### config.mk
export PLATFORM = sky130hd
export DESIGN_NAME = sorted_peer_address_table
export DESIGN_NICKNAME = d
export VERILOG_FILES = /design/src/rtl/core/spat_pkg.sv /design/src/rtl/core/spat_datapath.sv /design/src/rtl/core/spat_ctrl.sv /design/src/rtl/core/sorted_peer_address_table.sv
export SDC_FILE = /design/constraint.sdc
export NUM_CORES = 1
export LEC_CHECK = 0
export ABC_AREA = 1
export BUFFER_PORTS_ARGS = -buffer_cell sky130_fd_sc_hd__buf_4
export CORE_ASPECT_RATIO = 1.5
export CORE_MARGIN = 2
export CORE_UTILIZATION = 62
export CTS_CLUSTER_DIAMETER = 200
export CTS_CLUSTER_SIZE = 24
export DETAILED_ROUTE_END_ITERATION = 10
export GPL_ROUTABILITY_DRIVEN = 0
export GPL_TIMING_DRIVEN = 0
export PLACE_DENSITY_LB_ADDON = 0.08
export SYNTH_ARGS = -nofsm -noshare
export SYNTH_HDL_FRONTEND = slang
export SYNTH_HIERARCHICAL = 1
export SYNTH_SLANG_ARGS = --single-unit
### constraint.sdc
create_clock -name clk_i -period 7.5 [get_ports clk_i]
set_input_delay 1.125 -clock clk_i [delete_from_list [all_inputs] [get_ports clk_i]]
set_output_delay 1.125 -clock clk_i [all_outputs]
set_load 0.02 [all_outputs]
### src/rtl/core/spat_pkg.sv
// ----------------------------------------------------------------------------
// spat_pkg: shared types and constants
// Operation codes, configuration register indexes and the command/status
// bundle between the sequencer and the datapath of the sorted peer table.
// ----------------------------------------------------------------------------
package spat_pkg;

  localparam int unsigned MaxPeers    = 16;
  localparam int unsigned AddrWidth   = 32;
  localparam int unsigned SeqWidth    = 8;
  localparam int unsigned KindWidth   = 3;
  localparam int unsigned CfgIdxWidth = 2;

  // operation codes
  localparam logic [KindWidth-1:0] KindInsert = 3'd0;
  localparam logic [KindWidth-1:0] KindRemove = 3'd1;
  localparam logic [KindWidth-1:0] KindLookup = 3'd2;
  localparam logic [KindWidth-1:0] KindNext   = 3'd3;
  localparam logic [KindWidth-1:0] KindClean  = 3'd4;

  // configuration register indexes
  localparam logic [CfgIdxWidth-1:0] CfgSelf      = 2'd0;
  localparam logic [CfgIdxWidth-1:0] CfgWarmboot  = 2'd1;
  localparam logic [CfgIdxWidth-1:0] CfgBroadcast = 2'd2;

  typedef enum logic [3:0] {
    CMD_IDLE,
    CMD_LOAD,
    CMD_RD_PTR,
    CMD_RD_PREV,
    CMD_RD_NEXT,
    CMD_PTR_INC,
    CMD_SET_POS,
    CMD_SH_WR,
    CMD_INS_WR,
    CMD_RM_WR,
    CMD_DEC,
    CMD_HIT,
    CMD_SET_NEXT,
    CMD_CL_WR,
    CMD_CL_END,
    CMD_LIMIT
  } dp_cmd_e;

  typedef struct packed {
    logic [KindWidth-1:0] kind;
    logic                 full;
    logic                 reserved;
    logic                 at_end;
    logic                 ptr_last;
    logic                 idx_bad;
    logic                 addr_eq;
    logic                 addr_lt;
    logic                 at_pos;
  } dp_status_t;

endpackage

### src/rtl/core/spat_datapath.sv
// ----------------------------------------------------------------------------
// spat_datapath: entry storage and pointers
// Holds the sorted entry memory, the count, scan pointers and the result
// registers; executes one command from the sequencer each cycle.
// ----------------------------------------------------------------------------
module spat_datapath #(
  parameter int unsigned MaxPeers = spat_pkg::MaxPeers,
  localparam int unsigned IW = $clog2(MaxPeers),
  localparam int unsigned CW = $clog2(MaxPeers + 1)
) (
  input  logic                              clk_i,
  input  logic                              rst_ni,
  input  spat_pkg::dp_cmd_e                 cmd_i,
  input  logic                              finish_i,
  output spat_pkg::dp_status_t              status_o,
  input  logic [spat_pkg::KindWidth-1:0]    kind_i,
  input  logic [spat_pkg::AddrWidth-1:0]    address_i,
  input  logic [spat_pkg::SeqWidth-1:0]     seq_i,
  input  logic [IW-1:0]                     entry_index_i,
  input  logic [spat_pkg::AddrWidth-1:0]    self_addr_i,
  input  logic [spat_pkg::AddrWidth-1:0]    warm_addr_i,
  input  logic [spat_pkg::AddrWidth-1:0]    bcast_addr_i,
  output logic                              done_o,
  output logic                              status_bit_o,
  output logic                              hit_o,
  output logic [IW-1:0]                     hit_index_o,
  output logic [spat_pkg::SeqWidth-1:0]     hit_seq_o,
  output logic [spat_pkg::AddrWidth-1:0]    next_address_o,
  output logic [CW-1:0]                     entry_total_o,
  output logic                              is_full_o,
  output logic                              is_empty_o,
  output logic                              self_dominant_o
);

  logic [spat_pkg::AddrWidth-1:0] mem_addr [MaxPeers];
  logic [spat_pkg::SeqWidth-1:0]  mem_seq  [MaxPeers];

  logic [spat_pkg::KindWidth-1:0] kind_q;
  logic [spat_pkg::AddrWidth-1:0] addr_q, rd_addr_q, head_q, next_q;
  logic [spat_pkg::SeqWidth-1:0]  seq_q, rd_seq_q, hit_seq_q;
  logic [IW-1:0]                  idx_q, hit_idx_q;
  logic [CW-1:0]                  ptr_q, wptr_q, pos_q, count_q;
  logic                           hit_q, limit_q, done_q;

  logic [CW-1:0]                  ptr_m1, ptr_p1, rsel;
  logic [IW-1:0]                  raddr, waddr;
  logic                           we, keep;
  logic [spat_pkg::AddrWidth-1:0] wdata_addr;
  logic [spat_pkg::SeqWidth-1:0]  wdata_seq;

  assign ptr_m1 = ptr_q - CW'(1);
  assign ptr_p1 = ptr_q + CW'(1);
  assign keep   = (rd_seq_q == seq_q) || (rd_addr_q == self_addr_i);

  // select read and write ports
  always_comb begin
    rsel       = ptr_q;
    we         = 1'b0;
    waddr      = ptr_q[IW-1:0];
    wdata_addr = rd_addr_q;
    wdata_seq  = rd_seq_q;
    case (cmd_i)
      spat_pkg::CMD_RD_PREV: rsel = ptr_m1;
      spat_pkg::CMD_RD_NEXT: rsel = ptr_p1;
      spat_pkg::CMD_SH_WR,
      spat_pkg::CMD_RM_WR:   we = 1'b1;
      spat_pkg::CMD_INS_WR: begin
        we         = 1'b1;
        waddr      = pos_q[IW-1:0];
        wdata_addr = addr_q;
        wdata_seq  = seq_q;
      end
      spat_pkg::CMD_CL_WR: begin
        we        = keep;
        waddr     = wptr_q[IW-1:0];
        wdata_seq = seq_q;
      end
      default: ;
    endcase
  end
  assign raddr = rsel[IW-1:0];

  // entry memory with registered read
  always_ff @(posedge clk_i) begin
    if (we) begin
      mem_addr[waddr] <= wdata_addr;
      mem_seq[waddr]  <= wdata_seq;
    end
    rd_addr_q <= mem_addr[raddr];
    rd_seq_q  <= mem_seq[raddr];
  end

  // track the first entry
  always_ff @(posedge clk_i) begin
    if (we && waddr == '0) begin
      head_q <= wdata_addr;
    end
  end

  // latch operands and collect the result
  always_ff @(posedge clk_i) begin
    case (cmd_i)
      spat_pkg::CMD_LOAD: begin
        kind_q    <= kind_i;
        addr_q    <= address_i;
        seq_q     <= seq_i;
        idx_q     <= entry_index_i;
        hit_q     <= 1'b0;
        hit_idx_q <= '0;
        hit_seq_q <= '0;
        limit_q   <= 1'b0;
        if (kind_i != spat_pkg::KindNext) begin
          next_q <= '0;
        end else if (count_q == '0) begin
          next_q <= address_i;
        end else begin
          next_q <= head_q;
        end
      end
      spat_pkg::CMD_HIT: begin
        hit_q     <= 1'b1;
        hit_idx_q <= ptr_q[IW-1:0];
        hit_seq_q <= rd_seq_q;
      end
      spat_pkg::CMD_SET_NEXT: next_q  <= rd_addr_q;
      spat_pkg::CMD_LIMIT:    limit_q <= 1'b1;
      spat_pkg::CMD_SET_POS:  pos_q   <= ptr_q;
      default: ;
    endcase
  end

  // advance pointers and count
  always_ff @(posedge clk_i or negedge rst_ni) begin
    if (!rst_ni) begin
      ptr_q   <= '0;
      wptr_q  <= '0;
      count_q <= '0;
    end else begin
      case (cmd_i)
        spat_pkg::CMD_LOAD: begin
          ptr_q  <= (kind_i == spat_pkg::KindRemove) ? CW'(entry_index_i) : '0;
          wptr_q <= '0;
        end
        spat_pkg::CMD_PTR_INC: ptr_q <= ptr_p1;
        spat_pkg::CMD_SET_POS: ptr_q <= count_q;
        spat_pkg::CMD_SH_WR:   ptr_q <= ptr_m1;
        spat_pkg::CMD_RM_WR:   ptr_q <= ptr_p1;
        spat_pkg::CMD_INS_WR:  count_q <= count_q + CW'(1);
        spat_pkg::CMD_DEC:     count_q <= count_q - CW'(1);
        spat_pkg::CMD_CL_WR: begin
          ptr_q <= ptr_p1;
          if (keep) begin
            wptr_q <= wptr_q + CW'(1);
          end
        end
        spat_pkg::CMD_CL_END:  count_q <= wptr_q;
        default: ;
      endcase
    end
  end

  // status toward the sequencer
  always_comb begin
    status_o.kind     = kind_q;
    status_o.full     = (count_q == CW'(MaxPeers));
    status_o.reserved = (addr_q == warm_addr_i) || (addr_q == bcast_addr_i);
    status_o.at_end   = (ptr_q == count_q);
    status_o.ptr_last = ({1'b0, ptr_q} + {{CW{1'b0}}, 1'b1}) >= {1'b0, count_q};
    status_o.idx_bad  = (CW'(idx_q) >= count_q);
    status_o.addr_eq  = (rd_addr_q == addr_q);
    status_o.addr_lt  = (addr_q < rd_addr_q);
    status_o.at_pos   = (ptr_q == pos_q);
  end

  // result strobe
  always_ff @(posedge clk_i or negedge rst_ni) begin
    if (!rst_ni) begin
      done_q <= 1'b0;
    end else begin
      done_q <= finish_i;
    end
  end

  // result beat
  always_ff @(posedge clk_i) begin
    if (finish_i) begin
      status_bit_o    <= limit_q;
      hit_o           <= hit_q;
      hit_index_o     <= hit_idx_q;
      hit_seq_o       <= hit_seq_q;
      next_address_o  <= next_q;
      entry_total_o   <= count_q;
      is_full_o       <= (count_q == CW'(MaxPeers));
      is_empty_o      <= (count_q == '0);
      self_dominant_o <= (count_q != '0) && (head_q == self_addr_i);
    end
  end

  assign done_o = done_q;

endmodule

### src/rtl/core/spat_ctrl.sv
// ----------------------------------------------------------------------------
// spat_ctrl: operation sequencer
// Walks the entry memory for each operation by issuing one datapath command
// per cycle, reading back compare flags.
// ----------------------------------------------------------------------------
module spat_ctrl (
  input  logic                 clk_i,
  input  logic                 rst_ni,
  input  logic                 start,
  output logic                 busy,
  output spat_pkg::dp_cmd_e    cmd_o,
  output logic                 finish_o,
  input  spat_pkg::dp_status_t status_i
);

  typedef enum logic [3:0] {
    ST_IDLE,
    ST_DISPATCH,
    ST_SCAN_RD,
    ST_SCAN_EV,
    ST_SHIFT,
    ST_SHIFT_WR,
    ST_RM,
    ST_RM_WR,
    ST_FIND_RD,
    ST_FIND_EV,
    ST_NEXT_EV,
    ST_CL_RD,
    ST_CL_EV,
    ST_DONE
  } state_e;

  state_e state_q, state_d;
  logic   busy_q;

  // next state and command
  always_comb begin
    state_d  = state_q;
    cmd_o    = spat_pkg::CMD_IDLE;
    finish_o = 1'b0;
    unique case (state_q)
      ST_IDLE: begin
        if (start) begin
          cmd_o   = spat_pkg::CMD_LOAD;
          state_d = ST_DISPATCH;
        end
      end
      ST_DISPATCH: begin
        case (status_i.kind)
          spat_pkg::KindInsert: begin
            if (status_i.full) begin
              cmd_o   = spat_pkg::CMD_LIMIT;
              state_d = ST_DONE;
            end else if (status_i.reserved) begin
              state_d = ST_DONE;
            end else begin
              state_d = ST_SCAN_RD;
            end
          end
          spat_pkg::KindRemove: begin
            if (status_i.idx_bad) begin
              cmd_o   = spat_pkg::CMD_LIMIT;
              state_d = ST_DONE;
            end else begin
              state_d = ST_RM;
            end
          end
          spat_pkg::KindLookup,
          spat_pkg::KindNext:  state_d = ST_FIND_RD;
          spat_pkg::KindClean: state_d = ST_CL_RD;
          default:             state_d = ST_DONE;
        endcase
      end
      ST_SCAN_RD: begin
        if (status_i.at_end) begin
          cmd_o   = spat_pkg::CMD_SET_POS;
          state_d = ST_SHIFT;
        end else begin
          cmd_o   = spat_pkg::CMD_RD_PTR;
          state_d = ST_SCAN_EV;
        end
      end
      ST_SCAN_EV: begin
        if (status_i.addr_eq) begin
          state_d = ST_DONE;
        end else if (status_i.addr_lt) begin
          cmd_o   = spat_pkg::CMD_SET_POS;
          state_d = ST_SHIFT;
        end else begin
          cmd_o   = spat_pkg::CMD_PTR_INC;
          state_d = ST_SCAN_RD;
        end
      end
      ST_SHIFT: begin
        if (status_i.at_pos) begin
          cmd_o   = spat_pkg::CMD_INS_WR;
          state_d = ST_DONE;
        end else begin
          cmd_o   = spat_pkg::CMD_RD_PREV;
          state_d = ST_SHIFT_WR;
        end
      end
      ST_SHIFT_WR: begin
        cmd_o   = spat_pkg::CMD_SH_WR;
        state_d = ST_SHIFT;
      end
      ST_RM: begin
        if (status_i.ptr_last) begin
          cmd_o   = spat_pkg::CMD_DEC;
          state_d = ST_DONE;
        end else begin
          cmd_o   = spat_pkg::CMD_RD_NEXT;
          state_d = ST_RM_WR;
        end
      end
      ST_RM_WR: begin
        cmd_o   = spat_pkg::CMD_RM_WR;
        state_d = ST_RM;
      end
      ST_FIND_RD: begin
        if (status_i.at_end) begin
          state_d = ST_DONE;
        end else begin
          cmd_o   = spat_pkg::CMD_RD_PTR;
          state_d = ST_FIND_EV;
        end
      end
      ST_FIND_EV: begin
        if (!status_i.addr_eq) begin
          cmd_o   = spat_pkg::CMD_PTR_INC;
          state_d = ST_FIND_RD;
        end else if (status_i.kind == spat_pkg::KindLookup) begin
          cmd_o   = spat_pkg::CMD_HIT;
          state_d = ST_DONE;
        end else if (status_i.ptr_last) begin
          state_d = ST_DONE;
        end else begin
          cmd_o   = spat_pkg::CMD_RD_NEXT;
          state_d = ST_NEXT_EV;
        end
      end
      ST_NEXT_EV: begin
        cmd_o   = spat_pkg::CMD_SET_NEXT;
        state_d = ST_DONE;
      end
      ST_CL_RD: begin
        if (status_i.at_end) begin
          cmd_o   = spat_pkg::CMD_CL_END;
          state_d = ST_DONE;
        end else begin
          cmd_o   = spat_pkg::CMD_RD_PTR;
          state_d = ST_CL_EV;
        end
      end
      ST_CL_EV: begin
        cmd_o   = spat_pkg::CMD_CL_WR;
        state_d = ST_CL_RD;
      end
      ST_DONE: begin
        finish_o = 1'b1;
        state_d  = ST_IDLE;
      end
      default: state_d = ST_IDLE;
    endcase
  end

  // hold state and busy flag
  always_ff @(posedge clk_i or negedge rst_ni) begin
    if (!rst_ni) begin
      state_q <= ST_IDLE;
      busy_q  <= 1'b0;
    end else begin
      state_q <= state_d;
      busy_q  <= (state_d != ST_IDLE);
    end
  end

  assign busy = busy_q;

endmodule

### src/rtl/core/sorted_peer_address_table.sv
// ----------------------------------------------------------------------------
// sorted_peer_address_table: sorted peer address table
// Keeps up to MaxPeers (address, sequence) entries in ascending address order.
// ----------------------------------------------------------------------------
// Usage:
//   Command channel: drive kind_i, address_i, seq_i and entry_index_i with
//   start high; the command is taken on a clock edge where busy is low.
//   Busy rises the next cycle and stays high until the result beat.
//   Result: done_o pulses for one cycle with all result fields; the receiver
//   must take it then, as there is no back-pressure.
//   Config: cfg_valid_i/cfg_ready_o with cfg_index_i (0 self, 1 warmboot,
//   2 broadcast) and cfg_data_i; ready is always high, write only when idle.
//   Sequencing: the sequencer reads each entry it touches and then evaluates
//   or writes it (one registered read port). Lookup/next scan until the match
//   or the end; a next whose match is not the last entry also reads the entry
//   after it. Insert scans for its position, then shifts later entries up one
//   place; a duplicate stops at its position, and a full table or reserved
//   address ends at dispatch. Remove shifts the entries after the index down;
//   clean walks every entry. A new command is taken in the beat cycle.
//   Reset empties the table and loads self 0, warmboot 0, broadcast all ones.
// ----------------------------------------------------------------------------
module sorted_peer_address_table #(
  parameter int unsigned MaxPeers = spat_pkg::MaxPeers,
  localparam int unsigned IW = $clog2(MaxPeers),
  localparam int unsigned CW = $clog2(MaxPeers + 1)
) (
  input  logic                              clk_i,
  input  logic                              rst_ni,
  input  logic                              start,
  output logic                              busy,
  input  logic [spat_pkg::KindWidth-1:0]    kind_i,
  input  logic [spat_pkg::AddrWidth-1:0]    address_i,
  input  logic [spat_pkg::SeqWidth-1:0]     seq_i,
  input  logic [IW-1:0]                     entry_index_i,
  input  logic                              cfg_valid_i,
  output logic                              cfg_ready_o,
  input  logic [spat_pkg::CfgIdxWidth-1:0]  cfg_index_i,
  input  logic [spat_pkg::AddrWidth-1:0]    cfg_data_i,
  output logic                              done_o,
  output logic                              status_o,
  output logic                              hit_o,
  output logic [IW-1:0]                     hit_index_o,
  output logic [spat_pkg::SeqWidth-1:0]     hit_seq_o,
  output logic [spat_pkg::AddrWidth-1:0]    next_address_o,
  output logic [CW-1:0]                     entry_total_o,
  output logic                              is_full_o,
  output logic                              is_empty_o,
  output logic                              self_dominant_o
);

  logic [spat_pkg::AddrWidth-1:0] self_q, warm_q, bcast_q;
  spat_pkg::dp_cmd_e              cmd;
  spat_pkg::dp_status_t           dp_status;
  logic                           finish;

  assign cfg_ready_o = 1'b1;

  // hold configuration registers
  always_ff @(posedge clk_i or negedge rst_ni) begin
    if (!rst_ni) begin
      self_q  <= '0;
      warm_q  <= '0;
      bcast_q <= '1;
    end else if (cfg_valid_i) begin
      unique case (cfg_index_i)
        spat_pkg::CfgSelf:      self_q  <= cfg_data_i;
        spat_pkg::CfgWarmboot:  warm_q  <= cfg_data_i;
        spat_pkg::CfgBroadcast: bcast_q <= cfg_data_i;
        default: ;
      endcase
    end
  end

  spat_ctrl u_ctrl (
    .clk_i    (clk_i),
    .rst_ni   (rst_ni),
    .start    (start),
    .busy     (busy),
    .cmd_o    (cmd),
    .finish_o (finish),
    .status_i (dp_status)
  );

  spat_datapath #(
    .MaxPeers (MaxPeers)
  ) u_datapath (
    .clk_i           (clk_i),
    .rst_ni          (rst_ni),
    .cmd_i           (cmd),
    .finish_i        (finish),
    .status_o        (dp_status),
    .kind_i          (kind_i),
    .address_i       (address_i),
    .seq_i           (seq_i),
    .entry_index_i   (entry_index_i),
    .self_addr_i     (self_q),
    .warm_addr_i     (warm_q),
    .bcast_addr_i    (bcast_q),
    .done_o          (done_o),
    .status_bit_o    (status_o),
    .hit_o           (hit_o),
    .hit_index_o     (hit_index_o),
    .hit_seq_o       (hit_seq_o),
    .next_address_o  (next_address_o),
    .entry_total_o   (entry_total_o),
    .is_full_o       (is_full_o),
    .is_empty_o      (is_empty_o),
    .self_dominant_o (self_dominant_o)
  );

  // a taken command keeps the block busy
  assert property (@(posedge clk_i) disable iff (!rst_ni)
    (start && !busy) |=> busy)
    else $error("busy not raised after command");

  // the result beat comes when the sequencer has gone idle
  assert property (@(posedge clk_i) disable iff (!rst_ni)
    done_o |-> !busy)
    else $error("result beat while busy");

  // one beat per command
  assert property (@(posedge clk_i) disable iff (!rst_ni)
    done_o |=> !done_o)
    else $error("result beat repeated");

  // reported count stays within the table size
  assert property (@(posedge clk_i) disable iff (!rst_ni)
    done_o |-> (entry_total_o <= CW'(MaxPeers)))
    else $error("entry count beyond table size");

endmodule

==> results of run 1 <==
## registers in the layout (all words and copies together) (netlist names), 31 cells and up
signal	cells
u_datapath/next_address_o	32
u_datapath/head_q	31
u_datapath/addr_q	32
warm_q	32
u_datapath/mem_addr	481
bcast_q	32
self_q	32
u_datapath/next_q	32
u_datapath/rd_addr_q	32
u_datapath/mem_seq	128
## stage by stage
stage / cells / hold WS, ps / cell area, um2 / utilization / setup TNS, ps
floorplan: 3999 / 400 / 41900 / - / 0
global placement: 5021 / 402 / 44100 / 0.660 / -1241050
detailed placement: 5061 / 405 / 44900 / 0.672 / 0
CTS: 5145 / 366 / 46200 / 0.692 / 0
global route: 5145 / 364 / 46200 / 0.693 / 0
finish: 5148 / 376 / 46300 / 0.693 / 0
## synth_stat cells (all sizes together), types with 2 or more instances
cell and count:
nand2 1334, edfxtp 792, nand3 404, inv 379, buf 144, nor2 124
xnor2 105, o21ai 102, a21oi 100, nand4 90, o211ai 88, dfrtp 85
clkbuf 49, ha 47, dfxtp 40, dfstp 32, xor2 11, or2 10
nor3 9, a221oi 7, o22ai 7, nor4 5, o221ai 5, o21a 4
a31oi 3, and3 3, o2111ai 3, a21boi 2, a21o 2, and2 2
clkinv 2, nand3b 2
## critical path, cell delays in order (launching register included)
cell and delay (ps):
edfxtp_1 560, ha_1 380, nand2_1 60, inv_1 70, nand3_1 150, nor4_1 1070
and3_1 350, buf_2 190, nor3_1 100, a211oi_1 230, nand3_1 250, nand2_1 280
nor2_1 140, a21oi_2 680, clkbuf_1 1000, a21oi_4 470, buf_12 320
## worst min-delay path by stage
stage / end / start / slack (ps)
5_1_grt: u_datapath/ptr_q[0] / rst_ni / 360
3_5_place_dp: u_datapath/hit_index_o[3] / u_datapath/hit_idx_q[3] / 400
4_1_cts: u_datapath/ptr_q[2] / rst_ni / 370
3_3_place_gp: u_datapath/next_address_o[27] / u_datapath/next_q[27] / 400
2_1_floorplan: u_datapath/hit_index_o[0] / u_datapath/hit_idx_q[0] / 400
6_report: u_datapath/ptr_q[0] / rst_ni / 380
## metal layers
metal | vias to the layer above | GRT usage | wire length, um
met5 | - | 0 | 19
met4 | 2 | 0.186 | 7120
met3 | 360 | 0.0399 | 8910
met2 | 1606 | 0.598 | 60000
met1 | 14200 | 0.394 | 41700
li1 | 13900 | - | -
## cells by family after synthesis
group,after synthesis,synth area share
AND/OR/NAND/NOR,1985,0.199
flip-flops,949,0.657
buffers and inverters,574,0.0581
AO/OA/AOI/OAI,326,0.0466
XOR/XNOR,116,0.0242
adder cells (fa/ha/maj),48,0.0145
other,1,0.0000894
## layout by cell type (no fill, tap or decap), types with 6 or more instances in the layout
cell type	count
clkbuf_1	84
nor3_1	8
o22ai_1	7
buf_6	12
dfrtp_1	85
buf_4	173
inv_1	366
xor2_1	11
a221oi_1	7
nand4_1	90
ha_1	47
dfstp_2	32
nand3_1	402
inv_2	12
o21ai_0	84
buf_12	17
buf_2	110
o21ai_1	17
dfxtp_1	40
nand2_1	1326
xnor2_1	105
clkbuf_16	46
nand2_2	7
o211ai_1	88
a21oi_4	16
a21oi_1	78
edfxtp_1	792
or2_2	10
a21oi_2	6
nor2_1	114
## cell type report
cell class | count | area [um2] | area share
sequential | 949 | 27600 | 0.596
multi-input combinational | 2476 | 12200 | 0.263
timing repair buffer | 177 | 1660 | 0.0358
inverter | 381 | 1430 | 0.0310
clock buffer | 81 | 1280 | 0.0277
tap | 885 | 1110 | 0.0239
buffer | 193 | 1000 | 0.0217
clock inverter | 3 | 52.6 | 0.00114
antenna | 3 | 7.51 | 0.000162
==> results_dict.tcl, run 1 <==
set metrics [dict create \
    required_ps 7880 \
    rr_endpoint "u_datapath/mem_addr[14][24]" \
    r2r_slack_ps 870 \
    yosysWarnings 6 \
    ys_types 53 \
    pre_cts_ws_ps 671 \
    cts.path.max_buffers 3 \
    drtIter0Drc 3452 \
    synth_seq_cells 949 \
    fin_crit_ps 6630 \
    skew_ps 21.4 \
    insertion_delay_ps 650 \
    synth_cells 3999 \
    numPortBuffers 137 \
    maxCapViolations 2 \
    synthArstFlopShare 0.123 \
    start_kind "register" \
    cts_tree "yes" \
    violations "max-capacitance violations" \
    min_path_type "in2async" \
    die_area_mm2 0.0698 \
    slew_violations 0 \
    crit_arrival_ps 7010 \
    grt_start_max_net_pins 87 \
    totalWireLength_um 118000 \
    yosys-top-cells-area "edfxtp_1 (57%), nand2_1 (12%), dfrtp_1 (5.1%)" \
    area_delta_synth_final_pct 10.3 \
    drcViolationCount 0 \
    die_h_um 322 \
    worstPathMaxFanout 21 \
    rr_worst_depth 16 \
    ctsResizeCount 0 \
    synth.avg_cell_area_um2 10.5 \
    num_rows 116 \
    synth_area_mm2 0.0419 \
    rsz0062_at_grt "no" \
    clockRootBuffer "clkbuf_16" \
    finalSetupViolations 0 \
    relSlewSlack 0.00639 \
    num-fill-cells 4980 \
    wl_per_cell_um 22.9 \
    ant_nets 0 \
    synth_ff_type "edfxtp_1" \
    die_w_um 216 \
    num_vias 30100 \
    fmax_mhz 151 \
    yosysTopAreaCell "edfxtp_1" \
    yosysSeqAreaShare 0.657 \
    io_pins 142 \
    cts_max_level 2 \
    cts_hold_buf 0 \
    cp-end-kind "register" \
    dpl.hpwl_um 86600 \
    dr.pass1.iters 8 \
    outcome "finished, violations left" \
    cts_post_setup_buffers_inserted 0 \
    endpoint "u_datapath/mem_addr[14][24]" \
    coreArea_mm2 0.0668 \
    hold_violations 0 \
    nets 4356 \
    synth.top_cell.area_share 0.567 \
    drt-vias-per-instance 5.84 \
    fin_crit_sh 0.884 \
    grt-ovfl-total 0 \
    grt_pass1_wl_um 172000 \
    numCtsBuffers 45 \
    r2r_start "u_datapath/addr_q[23]" \
    synth_edf_count 792 \
    worstSetupPathType "reg2reg" \
    tightest_slew_ps 1490 \
    antenna_found_initial 2 \
    grt_pass1_vias 28800 \
    clock_sinks 949 \
    start_util 0.628 \
    grt_use_total 0.335 \
    path_clk_slew_ps 110 \
    drive_gt1_frac 0.109 \
    critical_path.startpoint "u_datapath/addr_q[23]" \
    syn-num-nets 4132 \
    fin_ws_ps 873 \
]
Power of run 1 is not shown: default switching activity piles up to over one toggle a cycle in this logic, so the estimate is an artifact.
==> run 2, diff against run 1 <==
--- a/config.mk
+++ b/config.mk
@@ -7,9 +7,11 @@
 export LEC_CHECK = 0
 export ABC_AREA = 1
 export BUFFER_PORTS_ARGS = -buffer_cell sky130_fd_sc_hd__buf_4
+export CELL_PAD_IN_SITES_DETAIL_PLACEMENT = 1
+export CELL_PAD_IN_SITES_GLOBAL_PLACEMENT = 1
 export CORE_ASPECT_RATIO = 1.5
 export CORE_MARGIN = 2
-export CORE_UTILIZATION = 62
+export CORE_UTILIZATION = 50
 export CTS_CLUSTER_DIAMETER = 200
 export CTS_CLUSTER_SIZE = 24
 export DETAILED_ROUTE_END_ITERATION = 10
==> results_dict.tcl, run 2 (synthesis gave the netlist of run 1 again) <==
set metrics [dict create \
    outcome "finished, violations left" \
    violations "max-capacitance violations, max-slew violations" \
    cts_tree "yes" \
    min_path_type "in2async" \
    die_w_um 240 \
    num_rows 130 \
    skew_ps 28.6 \
    cts.path.max_buffers 3 \
    dr.pass1.iters 5 \
    cp-end-kind "register" \
    numPortBuffers 137 \
    final_common_cell "nand2_1" \
    rr_endpoint "u_datapath/mem_addr[14][22]" \
    coreArea_mm2 0.0834 \
    rsz0062_at_grt "no" \
    antenna_cells 0 \
    dpl.hpwl_um 101000 \
    drcViolationCount 0 \
    relSlewSlack -0.102 \
    area_delta_synth_final_pct 11.3 \
    tightest_slew_ps 1640 \
    totalWireLength_um 134000 \
    die_h_um 359 \
    grt_start_max_net_pins 82 \
    cts_hold_buf 0 \
    numCtsBuffers 45 \
    drt-vias-per-instance 5.61 \
    worstSetupPathType "reg2reg" \
    io_pins 142 \
    maxCapViolations 1 \
    path_clk_slew_ps 110 \
    start_kind "register" \
    fin_crit_sh 0.928 \
    nets 4364 \
    finalSetupViolations 0 \
    layout_common_cells "nand2_1 (1,326), edfxtp_1 (792), nand3_1 (402)" \
    worstPathMaxFanout 21 \
    crit_arrival_ps 7360 \
    grt-ovfl-total 0 \
    fin_crit_ps 6960 \
    post-route-util 0.559 \
    grt_pass1_vias 31900 \
    ctsResizeCount 0 \
    cts_max_level 2 \
    num-fill-cells 9103 \
    drive_gt1_frac 0.113 \
    slew_violations 3 \
    required_ps 7900 \
    antenna_found_initial 3 \
    wl_per_cell_um 25.0 \
    clockRootBuffer "clkbuf_16" \
    r2r_start "u_datapath/addr_q[31]" \
    clock_sinks 949 \
    grt_pass1_wl_um 199000 \
    start_util 0.502 \
    ant_nets 0 \
    fmax_mhz 144 \
    rr_worst_depth 16 \
    grt_use_total 0.315 \
    num_vias 30200 \
    top_regs "u_datapath/mem_addr x481, u_datapath/mem_seq x128" \
    largest-register "u_datapath/mem_addr" \
    die_area_mm2 0.0862 \
    largest_reg_flops 481 \
    hold_violations 0 \
    fin_hold_ws_ps 379 \
    critical_path.startpoint "u_datapath/addr_q[31]" \
    drtIter0Drc 2302 \
    insertion_delay_ps 650 \
    r2r_slack_ps 540 \
    cts_post_setup_buffers_inserted 0 \
]
## run 2: cell count changes in the layout (fill, tap and decap cells not counted), sizes merged
cell    delta
clkbuf    -11
buf        +8
diode      -3
## run 2: worst max path at each step
stage,end,depth (start not counted)
2_1_floorplan,u_datapath/next_q[0],17
3_3_place_gp,u_datapath/next_q[23],15
3_5_place_dp,u_datapath/mem_addr[14][23],16
4_1_cts,u_datapath/mem_addr[14][22],16
5_1_grt,u_datapath/mem_addr[14][22],16
6_report,u_datapath/mem_addr[14][22],16
## run 2: area by class of cell
cell class                      instances  area (um2)  share of cell area
Inverter                              381        1430              0.0307
Buffer                                193        1000              0.0215
Tap cell                             1122        1400              0.0301
Sequential cell                       949       27600               0.591
Clock inverter                          3        52.6             0.00113
Clock buffer                           70        1240              0.0266
Multi-Input combinational cell       2476       12200               0.261
Timing Repair Buffer                  185        1790              0.0383
## run 2: metrics by stage
| stage | setup TNS [ps] | setup WS [ps] | instances | area [um2] |
|---|---|---|---|---|
| 4_1_cts | 0 | 331 | 5378 | 46600 |
| 2_1_floorplan | 0 | 896 | 3999 | 41900 |
| 5_1_grt | 0 | 607 | 5379 | 46700 |
| 6_report | 0 | 542 | 5379 | 46700 |
| 3_5_place_dp | 0 | 353 | 5305 | 45300 |
| 3_3_place_gp | -1571080 | -4170 | 5258 | 44400 |
## run 2: critical path: stages (launching register included)
cell      delay [ps]
edfxtp_1         520
ha_1             400
nand4_1          160
inv_1            110
nand2_1           80
nor4_1          1230
and3_1           380
buf_2            220
nor3_1           110
a211oi_1         260
nand3_1          280
nand2_1          300
nor2_1           140
a21oi_2          680
clkbuf_1         980
a21oi_4          470
buf_12           330
## run 2: metal layers
layer	track usage	up-vias	routed length [um]
met5	0	-	0
met4	0.164	0	7610
met3	0.0291	273	5790
met2	0.578	845	70700
met1	0.364	15200	50300
li1	-	13900	-
Power of run 2 is left out for the same reason.
